--- src/rtl/cht_pkg.sv ---
// Shared types and constants of the context handle table.
// Used by every module of the block; depends on nothing.
package cht_pkg;

	localparam logic [2:0] CMD_ALLOC      = 3'd0;
	localparam logic [2:0] CMD_FREE       = 3'd1;
	localparam logic [2:0] CMD_QUERY      = 3'd2;
	localparam logic [2:0] CMD_GET_PSTATE = 3'd3;
	localparam logic [2:0] CMD_SET_PSTATE = 3'd4;
	localparam logic [2:0] CMD_NOTE_HANG  = 3'd5;

	localparam logic [1:0] STATUS_OK      = 2'd0;
	localparam logic [1:0] STATUS_FULL    = 2'd1;
	localparam logic [1:0] STATUS_INVALID = 2'd2;
	localparam logic [1:0] STATUS_NOPERM  = 2'd3;

	localparam int CMD_W     = 3;
	localparam int HANDLE_W  = 7;
	localparam int STATUS_W  = 2;
	localparam int HANGS_W   = 32;
	localparam int SLOT_W    = 8;
	localparam int GRP_SIZE  = 16;
	localparam int GRP_IDX_W = 4;

	typedef enum logic [2:0] {
		OP_ALLOC,
		OP_FREE,
		OP_QUERY,
		OP_GET_PSTATE,
		OP_SET_PSTATE,
		OP_NOTE_HANG,
		OP_BAD
	} op_t;

	typedef struct packed {
		op_t               op;
		logic              in_range;
		logic [SLOT_W-1:0] slot;
	} item_t;

	typedef enum logic [2:0] {
		BK_IDLE = 3'b001,
		BK_READ = 3'b010,
		BK_EXEC = 3'b100
	} bk_state_t;

endpackage

--- src/rtl/cht_front.sv ---
// Front end: decodes an accepted item and checks its handle range.
// Depends on cht_pkg.
module cht_front #(
	parameter int NUM_CONTEXTS = 64
) (
	input  logic [cht_pkg::CMD_W-1:0]    command,
	input  logic [cht_pkg::HANDLE_W-1:0] context_handle,
	output cht_pkg::item_t               item
);

	logic [cht_pkg::SLOT_W:0] handle_x;

	always_comb begin
		handle_x = (cht_pkg::SLOT_W + 1)'(context_handle);
		item.in_range = (context_handle != '0) &&
			(handle_x <= (cht_pkg::SLOT_W + 1)'(NUM_CONTEXTS));
		item.slot = cht_pkg::SLOT_W'(handle_x - (cht_pkg::SLOT_W + 1)'(1));
		unique case (command)
			cht_pkg::CMD_ALLOC:      item.op = cht_pkg::OP_ALLOC;
			cht_pkg::CMD_FREE:       item.op = cht_pkg::OP_FREE;
			cht_pkg::CMD_QUERY:      item.op = cht_pkg::OP_QUERY;
			cht_pkg::CMD_GET_PSTATE: item.op = cht_pkg::OP_GET_PSTATE;
			cht_pkg::CMD_SET_PSTATE: item.op = cht_pkg::OP_SET_PSTATE;
			cht_pkg::CMD_NOTE_HANG:  item.op = cht_pkg::OP_NOTE_HANG;
			default:                 item.op = cht_pkg::OP_BAD;
		endcase
	end

endmodule

--- src/rtl/cht_queue.sv ---
// Two-entry queue of decoded items between the front and back ends.
// Depends on cht_pkg.
module cht_queue (
	input  logic           clk,
	input  logic           arst_n,
	input  logic           push,
	input  cht_pkg::item_t push_item,
	input  logic           pop,
	output cht_pkg::item_t pop_item,
	output logic           empty,
	output logic           full
);

	cht_pkg::item_t entry_q [2];
	logic           wr_ptr_q;
	logic           rd_ptr_q;
	logic [1:0]     count_q;

	assign empty    = (count_q == 2'd0);
	assign full     = (count_q == 2'd2);
	assign pop_item = entry_q[rd_ptr_q];

	always_ff @(posedge clk or negedge arst_n) begin
		if (!arst_n) begin
			wr_ptr_q <= 1'b0;
			rd_ptr_q <= 1'b0;
			count_q  <= 2'd0;
		end else begin
			if (push)
				wr_ptr_q <= ~wr_ptr_q;
			if (pop)
				rd_ptr_q <= ~rd_ptr_q;
			unique case ({push, pop})
				2'b10:   count_q <= count_q + 2'd1;
				2'b01:   count_q <= count_q - 2'd1;
				default: count_q <= count_q;
			endcase
		end
	end

	always_ff @(posedge clk) begin
		if (push)
			entry_q[wr_ptr_q] <= push_item;
	end

endmodule

--- src/rtl/cht_back.sv ---
// Back end: holds the live bits and the hang counter memory and carries out items.
// Depends on cht_pkg.
module cht_back #(
	parameter int NUM_CONTEXTS = 64
) (
	input  logic                          clk,
	input  logic                          arst_n,
	input  logic                          q_empty,
	input  cht_pkg::item_t                q_item,
	output logic                          q_pop,
	output logic                          done,
	output logic [cht_pkg::STATUS_W-1:0]  status,
	output logic [cht_pkg::HANDLE_W-1:0]  new_handle,
	output logic [cht_pkg::HANGS_W-1:0]   hang_total,
	output logic                          guilty_reset
);

	localparam int SW      = (NUM_CONTEXTS > 1) ? $clog2(NUM_CONTEXTS) : 1;
	localparam int XW      = (SW > cht_pkg::HANDLE_W) ? SW : cht_pkg::HANDLE_W;
	localparam int NW      = XW + 1;
	localparam int NUM_GRP = (NUM_CONTEXTS + cht_pkg::GRP_SIZE - 1) / cht_pkg::GRP_SIZE;
	localparam int GW      = (NUM_GRP > 1) ? $clog2(NUM_GRP) : 1;
	localparam int PADW    = NUM_GRP * cht_pkg::GRP_SIZE;

	cht_pkg::bk_state_t state_q;
	cht_pkg::item_t     cur_q;
	logic [NUM_CONTEXTS-1:0] live_q;
	logic [cht_pkg::HANGS_W-1:0] hangs_mem [NUM_CONTEXTS];
	logic [cht_pkg::HANGS_W-1:0] rd_q;
	logic [NUM_GRP-1:0] grp_free_q;
	logic [cht_pkg::GRP_IDX_W-1:0] grp_loc_q [NUM_GRP];

	logic [PADW-1:0] live_pad;
	logic [NUM_GRP-1:0] grp_free_d;
	logic [cht_pkg::GRP_IDX_W-1:0] grp_loc_d [NUM_GRP];
	logic [SW-1:0] slot;
	logic          hit;
	logic          any_free;
	logic [GW-1:0] g_sel;
	logic [SW-1:0] found;
	logic [NW-1:0] found_handle;

	logic                          mem_we;
	logic [SW-1:0]                 mem_wa;
	logic [cht_pkg::HANGS_W-1:0]   mem_wd;
	logic                          live_we;
	logic [SW-1:0]                 live_wa;
	logic                          live_wd;
	logic [cht_pkg::STATUS_W-1:0]  status_d;
	logic [cht_pkg::HANDLE_W-1:0]  new_handle_d;
	logic [cht_pkg::HANGS_W-1:0]   hang_total_d;
	logic                          guilty_d;

	assign q_pop = (state_q == cht_pkg::BK_IDLE) && !q_empty;
	assign slot  = cur_q.slot[SW-1:0];
	assign hit   = cur_q.in_range && live_q[slot];

	// The first free slot is found in two steps: a registered search within each
	// group of sixteen, then a choice of the lowest group that has a free slot.
	always_comb begin
		live_pad = '1;
		live_pad[NUM_CONTEXTS-1:0] = live_q;
		for (int g = 0; g < NUM_GRP; g++) begin
			grp_free_d[g] = 1'b0;
			grp_loc_d[g]  = '0;
			for (int b = cht_pkg::GRP_SIZE - 1; b >= 0; b--) begin
				if (!live_pad[g * cht_pkg::GRP_SIZE + b]) begin
					grp_free_d[g] = 1'b1;
					grp_loc_d[g]  = cht_pkg::GRP_IDX_W'(b);
				end
			end
		end
	end

	always_comb begin
		any_free = 1'b0;
		g_sel    = '0;
		for (int g = NUM_GRP - 1; g >= 0; g--) begin
			if (grp_free_q[g]) begin
				any_free = 1'b1;
				g_sel    = GW'(g);
			end
		end
		found        = SW'({g_sel, grp_loc_q[g_sel]});
		found_handle = NW'(found) + NW'(1);
	end

	always_comb begin
		mem_we       = 1'b0;
		mem_wa       = slot;
		mem_wd       = '0;
		live_we      = 1'b0;
		live_wa      = slot;
		live_wd      = 1'b0;
		status_d     = cht_pkg::STATUS_INVALID;
		new_handle_d = '0;
		hang_total_d = '0;
		guilty_d     = 1'b0;
		unique case (cur_q.op)
			cht_pkg::OP_ALLOC: begin
				if (any_free) begin
					status_d     = cht_pkg::STATUS_OK;
					new_handle_d = found_handle[cht_pkg::HANDLE_W-1:0];
					mem_we       = 1'b1;
					mem_wa       = found;
					live_we      = 1'b1;
					live_wa      = found;
					live_wd      = 1'b1;
				end else begin
					status_d = cht_pkg::STATUS_FULL;
				end
			end
			cht_pkg::OP_FREE: begin
				if (hit) begin
					status_d = cht_pkg::STATUS_OK;
					mem_we   = 1'b1;
					live_we  = 1'b1;
				end
			end
			cht_pkg::OP_QUERY: begin
				if (hit) begin
					status_d     = cht_pkg::STATUS_OK;
					hang_total_d = rd_q;
					guilty_d     = (rd_q != '0);
				end
			end
			cht_pkg::OP_GET_PSTATE: begin
				if (hit)
					status_d = cht_pkg::STATUS_OK;
			end
			cht_pkg::OP_SET_PSTATE: begin
				status_d = cht_pkg::STATUS_NOPERM;
			end
			cht_pkg::OP_NOTE_HANG: begin
				if (hit) begin
					status_d = cht_pkg::STATUS_OK;
					mem_we   = 1'b1;
					mem_wd   = rd_q + cht_pkg::HANGS_W'(1);
				end
			end
			default: begin
				status_d = cht_pkg::STATUS_INVALID;
			end
		endcase
	end

	always_ff @(posedge clk or negedge arst_n) begin
		if (!arst_n) begin
			state_q <= cht_pkg::BK_IDLE;
			live_q  <= '0;
			done    <= 1'b0;
		end else begin
			done <= 1'b0;
			unique case (state_q)
				cht_pkg::BK_IDLE: begin
					if (!q_empty)
						state_q <= cht_pkg::BK_READ;
				end
				cht_pkg::BK_READ: begin
					state_q <= cht_pkg::BK_EXEC;
				end
				cht_pkg::BK_EXEC: begin
					state_q <= cht_pkg::BK_IDLE;
					done    <= 1'b1;
					if (live_we)
						live_q[live_wa] <= live_wd;
				end
				default: begin
					state_q <= cht_pkg::BK_IDLE;
				end
			endcase
		end
	end

	always_ff @(posedge clk) begin
		if (q_pop)
			cur_q <= q_item;
		if (state_q == cht_pkg::BK_READ) begin
			rd_q       <= hangs_mem[slot];
			grp_free_q <= grp_free_d;
			grp_loc_q  <= grp_loc_d;
		end
		if (state_q == cht_pkg::BK_EXEC) begin
			if (mem_we)
				hangs_mem[mem_wa] <= mem_wd;
			status       <= status_d;
			new_handle   <= new_handle_d;
			hang_total   <= hang_total_d;
			guilty_reset <= guilty_d;
		end
	end

endmodule

--- src/rtl/context_handle_table.sv ---
// Top level of the context handle table: front end, item queue and back end.
// Depends on cht_pkg, cht_front, cht_queue and cht_back.
//
//   Channel   Handshake        Payload
//   command   start / busy     command, context_handle
//   result    done (strobe)    status, new_handle, hang_total, guilty_reset
//
// An item is accepted when start is high and busy is low; busy is high while
// the two-entry queue is full. The back end carries each item through pop,
// hang memory read with first-free group search and execute, and pops no new
// item until the last one has executed. Reset clears all live bits at once;
// the hang memory needs no clearing as a slot's count is only used while the
// slot is live and is zeroed when it is allocated. Results cannot be stalled.
module context_handle_table #(
	parameter int NUM_CONTEXTS = 64
) (
	input  logic                          clk,
	input  logic                          arst_n,
	input  logic                          start,
	output logic                          busy,
	input  logic [cht_pkg::CMD_W-1:0]     command,
	input  logic [cht_pkg::HANDLE_W-1:0]  context_handle,
	output logic                          done,
	output logic [cht_pkg::STATUS_W-1:0]  status,
	output logic [cht_pkg::HANDLE_W-1:0]  new_handle,
	output logic [cht_pkg::HANGS_W-1:0]   hang_total,
	output logic                          guilty_reset
);

	cht_pkg::item_t front_item;
	cht_pkg::item_t q_item;
	logic           q_empty;
	logic           q_full;
	logic           q_pop;
	logic           accept;

	assign busy   = q_full;
	assign accept = start && !q_full;

	cht_front #(
		.NUM_CONTEXTS(NUM_CONTEXTS)
	) u_front (
		.command       (command),
		.context_handle(context_handle),
		.item          (front_item)
	);

	cht_queue u_queue (
		.clk      (clk),
		.arst_n   (arst_n),
		.push     (accept),
		.push_item(front_item),
		.pop      (q_pop),
		.pop_item (q_item),
		.empty    (q_empty),
		.full     (q_full)
	);

	cht_back #(
		.NUM_CONTEXTS(NUM_CONTEXTS)
	) u_back (
		.clk         (clk),
		.arst_n      (arst_n),
		.q_empty     (q_empty),
		.q_item      (q_item),
		.q_pop       (q_pop),
		.done        (done),
		.status      (status),
		.new_handle  (new_handle),
		.hang_total  (hang_total),
		.guilty_reset(guilty_reset)
	);

endmodule

--- config.mk ---
export PLATFORM = sky130hd
export DESIGN_NAME = context_handle_table
export DESIGN_NICKNAME = d
export VERILOG_FILES = /design/src/rtl/cht_pkg.sv /design/src/rtl/cht_front.sv /design/src/rtl/cht_queue.sv /design/src/rtl/cht_back.sv /design/src/rtl/context_handle_table.sv
export SDC_FILE = /design/constraint.sdc
export NUM_CORES = 2
export LEC_CHECK = 0
export CORE_ASPECT_RATIO = 0.7
export CORE_MARGIN = 2
export CORE_UTILIZATION = 65
export CTS_CLUSTER_SIZE = 28
export DETAILED_ROUTE_END_ITERATION = 16
export DONT_BUFFER_PORTS = 1
export HOLD_SLACK_MARGIN = 0.06
export PLACE_DENSITY = 0.81
export SETUP_SLACK_MARGIN = 0.15
export SLEW_MARGIN = 40
export SYNTH_ARGS = -nofsm -noshare
export SYNTH_HDL_FRONTEND = slang
export SYNTH_SLANG_ARGS = --single-unit
--- constraint.sdc ---
create_clock -name clk -period 20.2 [get_ports clk]
set_clock_uncertainty 0.1 [all_clocks]
set_input_delay 4.04 -clock clk [delete_from_list [all_inputs] [get_ports clk]]
set_output_delay 4.04 -clock clk [all_outputs]
set_load 0.01 [all_outputs]
==> flow_summary.yaml <==
run_status:
  run_status: "finished, final reports clean"
clocking:
  clock_insertion_delay_worst_skew_ns: 0.83
  cts-root-to-sink-buffers: 3
  clock-root-buffer: "clkbuf_16"
  cts_inserted_buffers: 185
  ctsResizeCount: 0
  tritoncts: "yes"
  cts_setup_buffers: 0
  cts.htree.levels: 4
  cts_hold_buffers: 0
  tritoncts_num_sinks: 2244
  clk_pin_slew_ns: 0.06
routing:
  route.detailed.drc: 0
  first_pass_iters: 11
  wire_per_inst_um: 42.2
  first_iter_violations: 9104
  detail_route.vias_per_cell: 7.80
  antenna_left: 0
  route.vias.total: 46238
  routed_wirelength_um: 250000
hold_path:
  holdPathStages: 1
  holdCritStartpoint: "u_queue.count_q[1]"
  hold-path-endpoint: "u_queue.count_q[1]"
  hold_path_class: "register to register"
floorplanning:
  rows: 112
  dieArea_um2: 138000
  starting_density_of_the_core_pct: 65.7
  die_y_um: 312
  die_x_um: 443
  coreArea_um2: 134000
  num_io_pins: 57
power_and_ir_drop:
  leakage_power_nw: 32.4
  cellPowerDensity_nw_per_um2: 127
  design_power_total_mw: 12.4
  max-vdd-ir-drop_v: 0.0000970
logic_synthesis:
  yosys-top-cells-area: "edfxtp_1, mux4_2, dfrtp_1"
  synth_cell_type_count: 61
  number_of_warning_messages_in_the_yosys_log: 0
  synth_largest_type_area_fraction_pct: 74.3
  syn_inst: 3870
  synth-seq-area-share_pct: 76.3
  synth.cell_area_um2: 87800
  yosys.area.top_type: "edfxtp_1"
  number_of_flops_mapped_to_enable_cells_by_yosys: 2172
  synthArstFlopShare_pct: 3.21
  synth-main-ff-cell: "edfxtp_1"
  syn_area_per_cell_um2: 22.7
  synth_most_common_cell: "edfxtp_1"
  synth_register_bits: 2244
  syn_nets: 3889
  synth_top_cells_by_count: "edfxtp_1, mux4_2, clkbuf_1"
timing:
  timing.final.ws_setup_ns: 14.41
  rsz0062_at_grt: "no"
  number_of_hold_slack_violations_in_the_final_timing_report: 0
  worstMarginPinSlew_ns: 0.986
  final-setup-viol-count: 0
  timing.setup.tns_ns: 0
  post-route-period-util_pct: 28.6
  worst_relative_slew_slack_pct: 34.1
  report.final.slew_viol_count: 0
  max_freq_ghz: 0.173
  period_needed_ns: 5.79
grt:
  grt_first_pass_wirelength_um: 351000
  number_of_global_route_vias_before_repair: 46181
  grt_antenna_before_repair: 20
  grt_start_max_net_pins: 140
  gr_util_all_layers_pct: 36.8
  grt_overflow_total: 0
finish:
  layout-drive-gt1-share_pct: 29.9
  count_of_nets_after_finishing: 4026
  synthToLayoutAreaGrowth_pct: 10.9
  register_area_um2: 67000
  multi_input_area_um2: 20400
  total_of_fill_cells_in_the_finished_design: 6938
  final_util_pct: 72.9
  finish.instance_area_um2: 97400
placement:
  numPortBuffers: 0
  placed_area_um2: 91300
  dp_hpwl_um: 125000
  post_placement_worst_setup_slack_ns: 14.65
  global_placer_s_final_weighted_congestion: 0.961
worst_setup_path:
  r2r-start: "u_back.cur_q[0]"
  ff2ff_setup_slack_ns: 14.96
  setup.worst_path.start_class: "register"
  cp_class: "register to output port"
  destination_of_the_worst_register_to_register_timing_path: "u_back.rd_q[12]"
  r2r.worst_path.cells: 9
  worst-endpoint-required_ns: 16.06
  timing.critical_path.arrival_ns: 1.65
  critPathMaxFanout: 4
  critPathCaptureType: "output port"
run:
  maxCapViolCount: 0
-- per-stage QoR --
| step | instances | hold WS [ns] |
|---|---|---|
| after floorplan | 3870 | 0.361 |
| after global placement | 5560 | 0.382 |
| after detailed placement | 5582 | 0.388 |
| after CTS | 5919 | 0.407 |
| after global routing | 5924 | 0.428 |
| final | 5929 | 0.405 |
-- logic make-up (layout without fill, tap and decap cells) --
family,Yosys count,count (layout),share of synthesized area [%]
mux,715,715,17.9
simple gates,420,420,2.47
fa+ha+maj,6,6,0.0855
compound gates,202,202,1.59
buf+inv,242,529,1.26
xor+xnor,41,41,0.409
flops,2244,2244,76.3
other cells,0,5,0
-- worst max-delay path, stage by stage (launching register included) --
cell	delay (ns)
dfrtp_1	0.43
nand2b_1	0.21
inv_1	0.19
-- power breakdown --
part	total (mW)	internal, mW	switching, mW
clock	3.68	2.02	1.66
combinational	3.38	1.43	1.95
sequential	5.36	5.25	0.115
-- worst max-delay path by stage --
stage                            start                      to  cells past startpoint
CTS                 u_queue.count_q[0]                    busy                      2
finish              u_queue.count_q[0]                    busy                      2
global placement       u_back.cur_q[1]         u_back.rd_q[19]                      6
global route        u_queue.count_q[0]                    busy                      2
floorplan            u_back.state_q[1]  u_back.hangs_mem[8][0]                      6
detailed placement     u_back.cur_q[0]         u_back.rd_q[12]                      8
-- routing by layer --
metal	up-vias	GRT usage, %	wire length [um]
met5	-	0	133
met4	16	13.5	11000
met3	843	13.7	40700
met2	4785	54.8	115000
met1	23815	51.0	83500
li1	16779	-	-
-- layout by cell type, fill, tap and decap left out, types with 12 or more instances in the layout --
cell type / netlist / final
a31oi_1: 12 / 12
and2_1: 37 / 37
buf_16: 0 / 14
buf_4: 20 / 121
bufinv_16: 0 / 22
clkbuf_1: 115 / 38
clkbuf_16: 0 / 190
clkinv_1: 0 / 40
clkinv_2: 0 / 34
dfrtp_1: 71 / 71
edfxtp_1: 2172 / 2172
inv_1: 30 / 30
mux2_2: 18 / 18
mux2i_1: 15 / 14
mux4_2: 681 / 681
nand2_1: 72 / 68
nand2b_1: 12 / 12
nand3_1: 37 / 37
nand3b_1: 16 / 16
nand4_1: 22 / 22
nor2_1: 75 / 46
nor2_4: 0 / 29
nor3_1: 86 / 30
nor3_2: 0 / 56
o21ai_0: 59 / 59
o2bb2ai_1: 12 / 12
o41ai_1: 32 / 32
xnor2_1: 19 / 19
xor2_1: 22 / 22
-- sequential cells by signal, indices dropped and copies added (netlist names), 7 cells and up --
signal	flops
u_back.rd_q	32
u_back.hangs_mem	2048
u_back.grp_loc_q	16
u_back.hang_total	32
u_queue.entry_q	20
u_back.new_handle	7
u_back.cur_q	10
u_back.live_pad	64
-- cell type report --
class	instances	share of cell area (%)
Timing Repair Buffer	162	1.75
Multi-Input combinational cell	1384	20.9
Clock buffer	234	5.11
Tap cell	1767	2.27
Clock inverter	103	1.07
Sequential cell	2244	68.8
Inverter	30	0.116
Antenna cell	5	0.0128
(Power assumes the default switching activity.)
